[config.mk]
export PLATFORM = sky130hd
export DESIGN_NAME = vrrp_router_role_fsm_top
export DESIGN_NICKNAME = d
export VERILOG_FILES = /design/src/design/vrrp_pkg.sv /design/src/design/vrrp_router_role_fsm_top.sv /design/src/design/vrrp_cfg.sv /design/src/design/vrrp_core.sv
export SDC_FILE = /design/constraint.sdc
export NUM_CORES = 1
export LEC_CHECK = 0
export ABC_CLOCK_PERIOD_IN_PS = 11550
export BUFFER_PORTS_ARGS = -buffer_cell sky130_fd_sc_hd__buf_4
export CORE_MARGIN = 2
export CORE_UTILIZATION = 40
export DETAILED_ROUTE_END_ITERATION = 6
export PLACE_DENSITY = 0.65
export SKIP_LAST_GASP = 1
export SLEW_MARGIN = 25
export SYNTH_ARGS = -nofsm -noshare
export SYNTH_HDL_FRONTEND = slang
export SYNTH_HIERARCHICAL = 1
export SYNTH_SLANG_ARGS = --single-unit
[constraint.sdc]
create_clock -name clk -period 11.55 [get_ports clk]
set_clock_uncertainty 0.2 [all_clocks]
set_input_delay 0.5775 -clock clk [delete_from_list [all_inputs] [get_ports clk]]
set_output_delay 0.5775 -clock clk [all_outputs]
set_load 0.02 [all_outputs]
[src/design/vrrp_pkg.sv]
// Shared types and constants for the VRRP router role machine.
package vrrp_pkg;

  localparam int INTERVAL_BITS = 12;
  localparam int DOWN_BITS     = INTERVAL_BITS + 2;
  localparam int PRIO_BITS     = 8;

  localparam logic [7:0]           VER_TYPE_V3   = 8'h31;
  localparam logic [PRIO_BITS-1:0] PRIO_OWNER    = 8'd255;
  localparam logic [PRIO_BITS-1:0] PRIO_STOPPING = 8'd0;

  // Register indexes on the configuration port.
  localparam logic [1:0] REG_OWN_PRIORITY   = 2'd0;
  localparam logic [1:0] REG_ROUTER_ID      = 2'd1;
  localparam logic [1:0] REG_ADV_INTERVAL   = 2'd2;
  localparam logic [1:0] REG_PREEMPT_ENABLE = 2'd3;

  localparam logic [INTERVAL_BITS-1:0] RST_INTERVAL = INTERVAL_BITS'(100);
  localparam logic [PRIO_BITS-1:0]     RST_PRIORITY = 8'd100;
  localparam logic [7:0]               RST_ROUTER_ID = 8'd1;

  typedef enum logic [1:0] {
    ROLE_INIT   = 2'd0,
    ROLE_BACKUP = 2'd1,
    ROLE_MASTER = 2'd2
  } role_t;

  typedef enum logic [1:0] {
    ACT_TICK    = 2'd0,
    ACT_STARTUP = 2'd1,
    ACT_SHUTDOWN = 2'd2,
    ACT_ADVERT  = 2'd3
  } action_t;

  typedef struct packed {
    logic [PRIO_BITS-1:0]     own_priority;
    logic [7:0]               router_id;
    logic [INTERVAL_BITS-1:0] adv_interval;
    logic                     preempt_enable;
  } cfg_t;

  typedef struct packed {
    action_t                  action;
    logic [11:0]              pkt_length;
    logic [7:0]               ver_type;
    logic [7:0]               pkt_router_id;
    logic [PRIO_BITS-1:0]     sender_priority;
    logic [INTERVAL_BITS-1:0] pkt_interval;
    logic                     checksum_ok;
  } item_t;

  typedef struct packed {
    logic                 packet_accepted;
    logic                 release_addresses;
    logic                 announce_addresses;
    logic                 claim_addresses;
    logic [PRIO_BITS-1:0] advert_priority;
    logic                 send_advert;
    role_t                role;
  } result_t;

endpackage

[src/design/vrrp_router_role_fsm_top.sv]
// Top level of the VRRP router role machine: input and result registers.
//
// Usage: each event (tick, startup, shutdown or a pre-parsed advertisement
// header) is one transaction on the in_ stream; the event kind travels in
// in_tuser and the header fields in in_tdata. Every event yields exactly one
// result transaction on the out_ stream carrying the new role, the send
// request with its priority, the claim, announce and release strobes and
// the packet acceptance flag.
// An event is captured in the input register, evaluated against the role
// and timer state, and its result lands in the output register; one event
// is taken every cycle while the receiver keeps out_tready high.
// The state update and the result write happen in the same cycle, which
// sets the one-per-cycle rate.
// When the receiver stalls, the result is held and the input register
// holds the next event; in_tready drops once both are occupied.
// Synchronous reset returns the role to Initialize, stops both timers,
// sets the master interval to 100 centiseconds, restores the register
// defaults and empties both stages. Registers are to be written by the user
// over the cfg_ port only while no event is in flight; nothing enforces it.
module vrrp_router_role_fsm_top (
  input  logic        clk,
  input  logic        rst_n,
  input  logic        in_tvalid,
  output logic        in_tready,
  // [11:0] pkt_length, [19:12] ver_type, [27:20] pkt_router_id,
  // [35:28] sender_priority, [47:36] pkt_interval, [48] checksum_ok
  input  logic [55:0] in_tdata,
  // [1:0] action
  input  logic [1:0]  in_tuser,
  output logic        out_tvalid,
  input  logic        out_tready,
  // [1:0] role, [2] send_advert, [10:3] advert_priority, [11] claim_addresses,
  // [12] announce_addresses, [13] release_addresses, [14] packet_accepted
  output logic [15:0] out_tdata,
  input  logic        cfg_psel,
  input  logic        cfg_penable,
  input  logic        cfg_pwrite,
  input  logic [3:0]  cfg_paddr,
  input  logic [31:0] cfg_pwdata,
  output logic [31:0] cfg_prdata,
  output logic        cfg_pready
);

  vrrp_pkg::cfg_t    cfg;
  vrrp_pkg::item_t   item_r, item_nxt;
  logic              item_vld_r;
  vrrp_pkg::result_t res_r, res_nxt;
  logic              res_vld_r;
  logic              advance;

  assign cfg_pready = 1'b1;

  vrrp_cfg u_cfg (
    .clk     (clk),
    .rst_n   (rst_n),
    .psel    (cfg_psel),
    .penable (cfg_penable),
    .pwrite  (cfg_pwrite),
    .paddr   (cfg_paddr),
    .pwdata  (cfg_pwdata),
    .prdata  (cfg_prdata),
    .cfg     (cfg)
  );

  // The held event moves on whenever the result register is free or drains.
  assign advance   = item_vld_r && (!res_vld_r || out_tready);
  assign in_tready = !item_vld_r || advance;

  always_comb begin
    item_nxt.action          = vrrp_pkg::action_t'(in_tuser);
    item_nxt.pkt_length      = in_tdata[11:0];
    item_nxt.ver_type        = in_tdata[19:12];
    item_nxt.pkt_router_id   = in_tdata[27:20];
    item_nxt.sender_priority = in_tdata[35:28];
    item_nxt.pkt_interval    = in_tdata[47:36];
    item_nxt.checksum_ok     = in_tdata[48];
  end

  vrrp_core u_core (
    .clk    (clk),
    .rst_n  (rst_n),
    .fire   (advance),
    .item   (item_r),
    .cfg    (cfg),
    .result (res_nxt)
  );

  always_ff @(posedge clk) begin
    if (!rst_n) begin
      item_vld_r <= 1'b0;
      res_vld_r  <= 1'b0;
    end else begin
      if (in_tready) item_vld_r <= in_tvalid;
      if (advance) begin
        res_vld_r <= 1'b1;
      end else if (out_tready) begin
        res_vld_r <= 1'b0;
      end
    end
  end

  always_ff @(posedge clk) begin
    if (in_tready && in_tvalid) item_r <= item_nxt;
    if (advance) res_r <= res_nxt;
  end

  assign out_tvalid = res_vld_r;
  assign out_tdata  = {1'b0, res_r};

endmodule

[src/design/vrrp_cfg.sv]
// Configuration register file behind the APB-style port.
module vrrp_cfg (
  input  logic               clk,
  input  logic               rst_n,
  input  logic               psel,
  input  logic               penable,
  input  logic               pwrite,
  input  logic [3:0]         paddr,
  input  logic [31:0]        pwdata,
  output logic [31:0]        prdata,
  output vrrp_pkg::cfg_t     cfg
);

  vrrp_pkg::cfg_t cfg_r;
  vrrp_pkg::cfg_t cfg_nxt;
  logic           wr_en;

  assign wr_en = psel && penable && pwrite;

  always_comb begin
    cfg_nxt = cfg_r;
    if (wr_en) begin
      case (paddr[3:2])
        vrrp_pkg::REG_OWN_PRIORITY:   cfg_nxt.own_priority   = pwdata[7:0];
        vrrp_pkg::REG_ROUTER_ID:      cfg_nxt.router_id      = pwdata[7:0];
        vrrp_pkg::REG_ADV_INTERVAL:
          cfg_nxt.adv_interval = pwdata[vrrp_pkg::INTERVAL_BITS-1:0];
        vrrp_pkg::REG_PREEMPT_ENABLE: cfg_nxt.preempt_enable = pwdata[0];
        default: cfg_nxt = cfg_r;
      endcase
    end
  end

  always_ff @(posedge clk) begin
    if (!rst_n) begin
      cfg_r.own_priority   <= vrrp_pkg::RST_PRIORITY;
      cfg_r.router_id      <= vrrp_pkg::RST_ROUTER_ID;
      cfg_r.adv_interval   <= vrrp_pkg::RST_INTERVAL;
      cfg_r.preempt_enable <= 1'b1;
    end else begin
      cfg_r <= cfg_nxt;
    end
  end

  always_comb begin
    case (paddr[3:2])
      vrrp_pkg::REG_OWN_PRIORITY:   prdata = 32'(cfg_r.own_priority);
      vrrp_pkg::REG_ROUTER_ID:      prdata = 32'(cfg_r.router_id);
      vrrp_pkg::REG_ADV_INTERVAL:   prdata = 32'(cfg_r.adv_interval);
      vrrp_pkg::REG_PREEMPT_ENABLE: prdata = 32'(cfg_r.preempt_enable);
      default:                      prdata = '0;
    endcase
  end

  assign cfg = cfg_r;

endmodule

[src/design/vrrp_core.sv]
// Role state, interval and timers; evaluates one event per enabled cycle.
module vrrp_core (
  input  logic                clk,
  input  logic                rst_n,
  input  logic                fire,
  input  vrrp_pkg::item_t     item,
  input  vrrp_pkg::cfg_t      cfg,
  output vrrp_pkg::result_t   result
);

  localparam int IB = vrrp_pkg::INTERVAL_BITS;
  localparam int DB = vrrp_pkg::DOWN_BITS;

  vrrp_pkg::role_t role_r, role_nxt;
  logic [IB-1:0]   master_int_r, master_int_nxt;
  logic [DB-1:0]   down_rem_r, down_rem_nxt;
  logic            down_run_r, down_run_nxt;
  logic [IB-1:0]   adv_rem_r, adv_rem_nxt;
  logic            adv_run_r, adv_run_nxt;

  logic [DB-1:0]   down_dec;
  logic [IB-1:0]   adv_dec;
  logic            down_exp, adv_exp;
  logic            accepted, to_master, prio_zero;
  logic [IB-1:0]   mi_sel;
  logic [8:0]      prio_gap;
  logic [IB+8:0]   skew_prod;
  logic [IB-1:0]   skew;
  logic [DB-1:0]   down_full;

  // Timer countdown and acceptance checks.
  always_comb begin
    down_dec = down_rem_r - DB'(down_rem_r != '0);
    adv_dec  = adv_rem_r - IB'(adv_rem_r != '0);
    down_exp = down_run_r && (down_dec == '0);
    adv_exp  = adv_run_r && (adv_dec == '0);
    prio_zero = (item.sender_priority == vrrp_pkg::PRIO_STOPPING);
    accepted = (item.action == vrrp_pkg::ACT_ADVERT) &&
               (item.pkt_length[11:3] != '0) &&
               (item.ver_type == vrrp_pkg::VER_TYPE_V3) &&
               (item.pkt_router_id == cfg.router_id) && item.checksum_ok;
    case (item.action)
      vrrp_pkg::ACT_TICK:
        to_master = down_exp && (role_r == vrrp_pkg::ROLE_BACKUP);
      vrrp_pkg::ACT_STARTUP:
        to_master = (role_r == vrrp_pkg::ROLE_INIT) &&
                    (cfg.own_priority == vrrp_pkg::PRIO_OWNER);
      default: to_master = 1'b0;
    endcase
  end

  // Master-down time: three intervals plus the priority skew.
  always_comb begin
    if (item.action == vrrp_pkg::ACT_STARTUP) begin
      mi_sel = cfg.adv_interval;
    end else if (item.action == vrrp_pkg::ACT_ADVERT && !prio_zero) begin
      mi_sel = item.pkt_interval;
    end else begin
      mi_sel = master_int_r;
    end
    prio_gap  = 9'd256 - 9'(cfg.own_priority);
    skew_prod = (IB+9)'(prio_gap) * (IB+9)'(mi_sel);
    skew      = skew_prod[IB+7:8];
    down_full = (DB'(mi_sel) << 1) + DB'(mi_sel) + DB'(skew);
  end

  // Next role.
  always_comb begin
    role_nxt = role_r;
    if (to_master) begin
      role_nxt = vrrp_pkg::ROLE_MASTER;
    end else begin
      case (item.action)
        vrrp_pkg::ACT_STARTUP: begin
          if (role_r == vrrp_pkg::ROLE_INIT) role_nxt = vrrp_pkg::ROLE_BACKUP;
        end
        vrrp_pkg::ACT_SHUTDOWN: role_nxt = vrrp_pkg::ROLE_INIT;
        vrrp_pkg::ACT_ADVERT: begin
          if (accepted && role_r == vrrp_pkg::ROLE_MASTER && !prio_zero &&
              item.sender_priority > cfg.own_priority) begin
            role_nxt = vrrp_pkg::ROLE_BACKUP;
          end
        end
        default: role_nxt = role_r;
      endcase
    end
  end

  // Timers, interval and result strobes.
  always_comb begin
    master_int_nxt = master_int_r;
    down_rem_nxt   = down_rem_r;
    down_run_nxt   = down_run_r;
    adv_rem_nxt    = adv_rem_r;
    adv_run_nxt    = adv_run_r;
    result         = '0;
    result.packet_accepted = accepted;
    case (item.action)
      vrrp_pkg::ACT_TICK: begin
        if (down_run_r) begin
          down_rem_nxt = down_dec;
          if (down_exp) down_run_nxt = 1'b0;
        end
        if (adv_run_r) begin
          adv_rem_nxt = adv_dec;
          if (adv_exp) adv_run_nxt = 1'b0;
        end
        if (!to_master && adv_exp && role_r == vrrp_pkg::ROLE_MASTER) begin
          result.send_advert     = 1'b1;
          result.advert_priority = cfg.own_priority;
          adv_rem_nxt            = cfg.adv_interval;
          adv_run_nxt            = 1'b1;
        end
      end
      vrrp_pkg::ACT_STARTUP: begin
        if (role_r == vrrp_pkg::ROLE_INIT && !to_master) begin
          master_int_nxt           = cfg.adv_interval;
          down_rem_nxt             = down_full;
          down_run_nxt             = 1'b1;
          result.release_addresses = 1'b1;
        end
      end
      vrrp_pkg::ACT_SHUTDOWN: begin
        if (role_r == vrrp_pkg::ROLE_BACKUP) begin
          down_run_nxt             = 1'b0;
          result.release_addresses = 1'b1;
        end else if (role_r == vrrp_pkg::ROLE_MASTER) begin
          adv_run_nxt              = 1'b0;
          result.send_advert       = 1'b1;
          result.release_addresses = 1'b1;
        end
      end
      vrrp_pkg::ACT_ADVERT: begin
        if (accepted && role_r == vrrp_pkg::ROLE_BACKUP) begin
          if (prio_zero) begin
            down_rem_nxt = DB'(skew);
            down_run_nxt = 1'b1;
          end else if (!cfg.preempt_enable ||
                       item.sender_priority >= cfg.own_priority) begin
            master_int_nxt = item.pkt_interval;
            down_rem_nxt   = down_full;
            down_run_nxt   = 1'b1;
          end
        end else if (accepted && role_r == vrrp_pkg::ROLE_MASTER) begin
          if (prio_zero) begin
            result.send_advert     = 1'b1;
            result.advert_priority = cfg.own_priority;
            adv_rem_nxt            = cfg.adv_interval;
            adv_run_nxt            = 1'b1;
          end else if (item.sender_priority > cfg.own_priority) begin
            adv_run_nxt              = 1'b0;
            master_int_nxt           = item.pkt_interval;
            down_rem_nxt             = down_full;
            down_run_nxt             = 1'b1;
            result.release_addresses = 1'b1;
          end
        end
      end
      default: result.packet_accepted = accepted;
    endcase
    if (to_master) begin
      down_run_nxt              = 1'b0;
      result.claim_addresses    = 1'b1;
      result.announce_addresses = 1'b1;
      result.send_advert        = 1'b1;
      result.advert_priority    = cfg.own_priority;
      adv_rem_nxt               = cfg.adv_interval;
      adv_run_nxt               = 1'b1;
    end
    result.role = role_nxt;
  end

  always_ff @(posedge clk) begin
    if (!rst_n) begin
      role_r       <= vrrp_pkg::ROLE_INIT;
      master_int_r <= vrrp_pkg::RST_INTERVAL;
      down_rem_r   <= '0;
      down_run_r   <= 1'b0;
      adv_rem_r    <= '0;
      adv_run_r    <= 1'b0;
    end else if (fire) begin
      role_r       <= role_nxt;
      master_int_r <= master_int_nxt;
      down_rem_r   <= down_rem_nxt;
      down_run_r   <= down_run_nxt;
      adv_rem_r    <= adv_rem_nxt;
      adv_run_r    <= adv_run_nxt;
    end
  end

endmodule

# Word level (Yosys, flattened, before mapping)
# Index checks and enable logic that the tools add are counted.
# word_totals
regBits	139
latch_bits	0
ram_bits	0
mem_bits_ro	0
inputBits	101
output_inout_bits	51
wordCells	190
n_memories	0
# op_classes
addsub	5
mul	1
div_mod_pow	0
order_cmp	2
n_eq_ne	32
n_shift	0
n_mux	73
n_bitwise	0
n_reduce_logical	51
# op_table
op	n
12-bit two-way mux	15
32-bit one-hot mux with 4 select lines	1
14-bit two-way mux	8
12-bit one-hot mux with 2 select lines	2
14-bit one-hot mux with 3 select lines	1
9-bit two-way mux	4
1-bit two-way mux	31
7-bit AND reduction	3
1-bit logical AND	20
9-bit by 12-bit multiplier with 20-bit output	1
4-bit by 3-bit inequality test with 1-bit output, second input constant	4
8-bit one-hot mux with 2 select lines	1
13-bit by 12-bit adder with 14-bit output	1
14-bit by 12-bit adder with 14-bit output	1
14-bit zero test	1
14-bit nonzero test	1
14-bit by 1-bit subtractor with 14-bit output	1
12-bit zero test	1
3-bit by 2-bit inequality test with 1-bit output, second input constant	4
3-bit inequality test, second input constant	4
12-bit nonzero test	1
12-bit by 1-bit subtractor with 12-bit output	1
11-bit two-way mux	1
2-bit == test, second input constant	5
29 further kinds	51

# Longest topological paths before layout
# logic_depth
depth_word	12
ltp_mapped	36
mapped_depth_nobuf	34

# Hierarchy
# Netlist, hierarchy kept.
# modules_own_cells
module	instances	cells_each	area_per_inst_um2	seq_area_each_um2
vrrp_core	1	992	7738.7	840.8
vrrp_router_role_fsm_top	1	79	2108.3	2021.9
vrrp_cfg	1	168	1507.7	580.6

# Least setup slack after synthesis
# OpenSTA, ideal clock, no wires.
# synth_path
kind	flip-flop to flip-flop
startpoint	register item_r[20] (netlist name)
endpoint	register u_core.down_rem_r[12]
setup_ns	0.128
arrival_time_ns	8.017
required_ns	11.222
setup_slack_ns	3.205
stages_incl_launch_ff	35
n_path_buf	1
synth_period_minus_slack_ns	8.345
cell_sequence	edfxtp_1 -> nor4_1 -> nand2_1 -> nand2_1 -> buf_1 -> mux2i_1 -> o21a_1 -> inv_1 -> nand2_1 -> fa_1 -> inv_1 -> fa_1 -> inv_1 -> fa_1 -> inv_1 -> fa_1 -> ha_1 -> a21o_1 -> a21o_1 -> a22o_1 -> a21o_1 -> a21oi_1 -> xnor2_1 -> fa_1 -> inv_1 -> ha_1 -> inv_1 -> o21bai_1 -> a2111o_1 -> a41oi_1 -> o21ai_0 -> xor2_1 -> a22o_1 -> a22oi_1 -> nor2_1
# synth_via
elab_chain_len	12
elab_cells_between_ends	23
classes_between	2 x add/sub; 1 x mul; 2 x order compare; 3 x eq/ne; 10 x mux; 5 x reduce/logical
# synth_rtl
element	line	rtl
start, declared	vrrp_router_role_fsm_top.sv:45	vrrp_pkg::item_t item_r, item_nxt;
start signal, assigned	vrrp_router_role_fsm_top.sv:103	if (in_tready && in_tvalid) item_r <= item_nxt;
8-bit zero test	vrrp_core.sv:37	prio_zero = (item.sender_priority == vrrp_pkg::PRIO_STOPPING);
1-bit zero test	vrrp_core.sv:56	end else if (item.action == vrrp_pkg::ACT_ADVERT && !prio_zero) begin
1-bit logical AND	vrrp_core.sv:56	
12-bit two-way mux	vrrp_core.sv:56	
12-bit two-way mux	vrrp_core.sv:54	if (item.action == vrrp_pkg::ACT_STARTUP) begin
9-bit by 12-bit multiplier with 20-bit output / 13-bit by 12-bit adder with 14-bit output (equally long branches)	vrrp_core.sv:62, vrrp_core.sv:64	
14-bit by 12-bit adder with 14-bit output	vrrp_core.sv:64	down_full = (DB'(mi_sel) << 1) + DB'(mi_sel) + DB'(skew);
14-bit two-way mux	vrrp_core.sv:150	end else if (item.sender_priority > cfg.own_priority) begin
14-bit two-way mux	vrrp_core.sv:145	if (prio_zero) begin
14-bit two-way mux	vrrp_core.sv:144	end else if (accepted && role_r == vrrp_pkg::ROLE_MASTER) begin
14-bit two-way mux	vrrp_core.sv:134	if (accepted && role_r == vrrp_pkg::ROLE_BACKUP) begin
14-bit one-hot mux with 3 select lines	vrrp_core.sv:98	case (item.action)
end signal, assigned	vrrp_core.sv:184	down_rem_r <= down_rem_nxt;
end, declared	vrrp_core.sv:16	logic [DB-1:0] down_rem_r, down_rem_nxt;
# Several ways; a longest one is shown, not always the timed one. The select of a mux whose other input is x is not followed.
# A chain may end at the register's enable or synchronous reset.

# Final worst setup path
# layout_path
startpoint	register item_r[20] (netlist name)
endpoint	register u_core.down_rem_r[13]
# Same word-level chain as after synthesis.

==> out/metrics.csv <==
metric,value,unit
antenna violations before repair,0,
FP Rows,61,
Switching Power,0.683,mW
Internal Power,1.17,mW
uppermost routed layer,met4,
Vias/cell,5.27,
max incr delay on CP,620,ps
Critical path buffers and inverters,3,
first-pass GRT wire length,47100,µm
maximum number of pins on one net before global-route repair,72,
postcts setup bufs,0,
Worst Hold Class,in2reg,
final core occ,0.463,
Final Cycle Share,0.843,
Clock Power Share,0.299,
via count,8981,
Final min period,9740,ps
clock-pin slew of the registers on the worst-case setup and hold paths,70,ps
Clock Latency Late Sink,420,ps
crit path kind,reg2reg,
post_cts resized,0,
Tot GR Track Use,0.205,
Layout area overhead,14.1,%
Longest Clk Path Bufs,2,
DR DRC count,0,
Initial Utilization,0.405,
Critical path origin,item_r[20]$_DFFE_PP_,
Diodes inserted,0,
worst vdd ir,101,µV
htree depth,4,
Hold Fails Final Rpt,0,
final-stage net count,1566,
Num CTS Buffers,17,
Reg-to-Reg Start,item_r[20]$_DFFE_PP_,
leakage,5.69,nW
worst hold slack,123,ps
DRT iter0 DRCs,476,
overall power,1.86,mW
Cells after DPL,1671,
synth warn,6,
Max transition margin,0.359,
number of global-route vias before repair,9135,
"most used cell, CP",fa_1,
critical path's top delay family,adder cells,
"Avg Cell Area, Syn",9.11,µm²
"Slowest-stage cell, CP",nor4_1,
PortBufs,97,
fraction of final layout cells sized beyond drive strength 1,0.124,
GP Congestion,0.886,
area of the core,0.0278,mm²
met1 WL,12700,µm
Cell Pwr Density,144,mW/mm²
Critical Path End Type,flip-flop,
ANT nets after route,0,
hold path start,in_tdata[5],
Sw Share,0.368,
HPWL after DPL,21600,µm
CTS tree,built,
Max Freq,0.103,GHz
Worst Max-Slew Pin Slew,959,ps
I/O Pins,152,
Flop pwr share,0.292,
final slew viol count,0,
final cell count without fillers,1703,
Die ar.,0.0295,mm²
final WL,28600,µm
final setup vio count,0,
RSZ-0062 raised after global routing,false,
metal2 WL,14200,µm
Setup crit start kind,flip-flop,
total congestion overflow,0,
clock sink count,136,
die width,172,µm
Gate Count Post-Synth,1236,
WL per Instance,16.8,µm
WP data required,11660,ps
combinational power share,0.409,
CTS hold repair buffers,0,
Die Y,172,µm
detailed-router iteration count before antenna repair,5,
met3 routed WL,1150,µm
"Arr. time, crit path",9850,ps
root buffer cell,clkbuf_16,
Sum Neg Setup Slack,0,ps
Worst Path Max Fanout,12,
MaxCap Viol Count,0,
outcome,"complete, no violations",
"Cell Area, Synth",0.0113,mm²
-- sequential cells by signal, summed over array words and instances, names as in the netlist, 2 cells and up --
signal	count
u_core/role_r	2
u_cfg/cfg	29
u_core/master_int_r	12
item_r	48
u_core/down_rem_r	14
u_core/adv_rem_r	12
out_tdata	15
-- layer usage --
layer / GRT usage / vias up
met1: 0.260 / 4386
li1: - / 4341
met4: 0.0570 / 0
met3: 0.0320 / 33
met5: 0 / -
met2: 0.360 / 221
-- worst paths after layout --
check	slack (ps)	endpoint	cells past startpoint
min	120	item_r[42]$_DFFE_PP_	1
min reg2reg	260	u_core/adv_rem_r[6]$_SDFFE_PN0P_	2
max	1810	u_core/down_rem_r[13]$_SDFFE_PN0P_	32
max reg2reg	1810	u_core/down_rem_r[13]$_SDFFE_PN0P_	32
-- layout make-up --
class                   instances  area [µm²]
clock buffers                  18         429
clock inverters                14         161
fillers                      2640       14900
inverters                     117         439
multi-input cells             930        7170
flip-flops and latches        136        3350
well taps                     378         473
repair buffers                110         826
-- stage by stage --
step / setup WS (ps) / instance area [µm²]
after floorplan: 3200 / 11300
after global placement: 1920 / 12200
after detailed placement: 1800 / 12300
after CTS: 1780 / 12800
after global routing: 1100 / 12900
final: 1810 / 12900
-- power groups by stage --
stage / registers, mW / logic, mW / clock network [mW]
after global placement: 0.552 / 0.745 / 0
after floorplan: 0.550 / 0.600 / 0
after CTS: 0.542 / 0.761 / 0.563
after detailed placement: 0.552 / 0.759 / 0
final: 0.542 / 0.759 / 0.556
after global routing: 0.544 / 0.870 / 0.585
-- placed cells by master (no fill, tap or decap), types with 5 or more instances in the layout --
master     instances
nor3_1            22
dfxtp_1           73
nand2b_1          12
nand4_1           12
ha_1              72
edfxtp_1          63
a21oi_1           63
nand2_1          148
a21o_1            13
o21a_1             9
conb_1            22
inv_1            117
or3_1              9
nor2b_1           26
clkbuf_16         17
xnor2_1           34
and2_1            18
inv_6              6
nor2_1           114
xor2_1            11
buf_4            110
o21ai_1            6
o211ai_1           8
a31oi_1            5
fa_1              81
nor4_1            12
o21ai_0           49
a211oi_1           5
nand3_1           21
mux2i_1           60
nor3b_1            6
No activity file was read; power rests on OpenSTA's default activity.
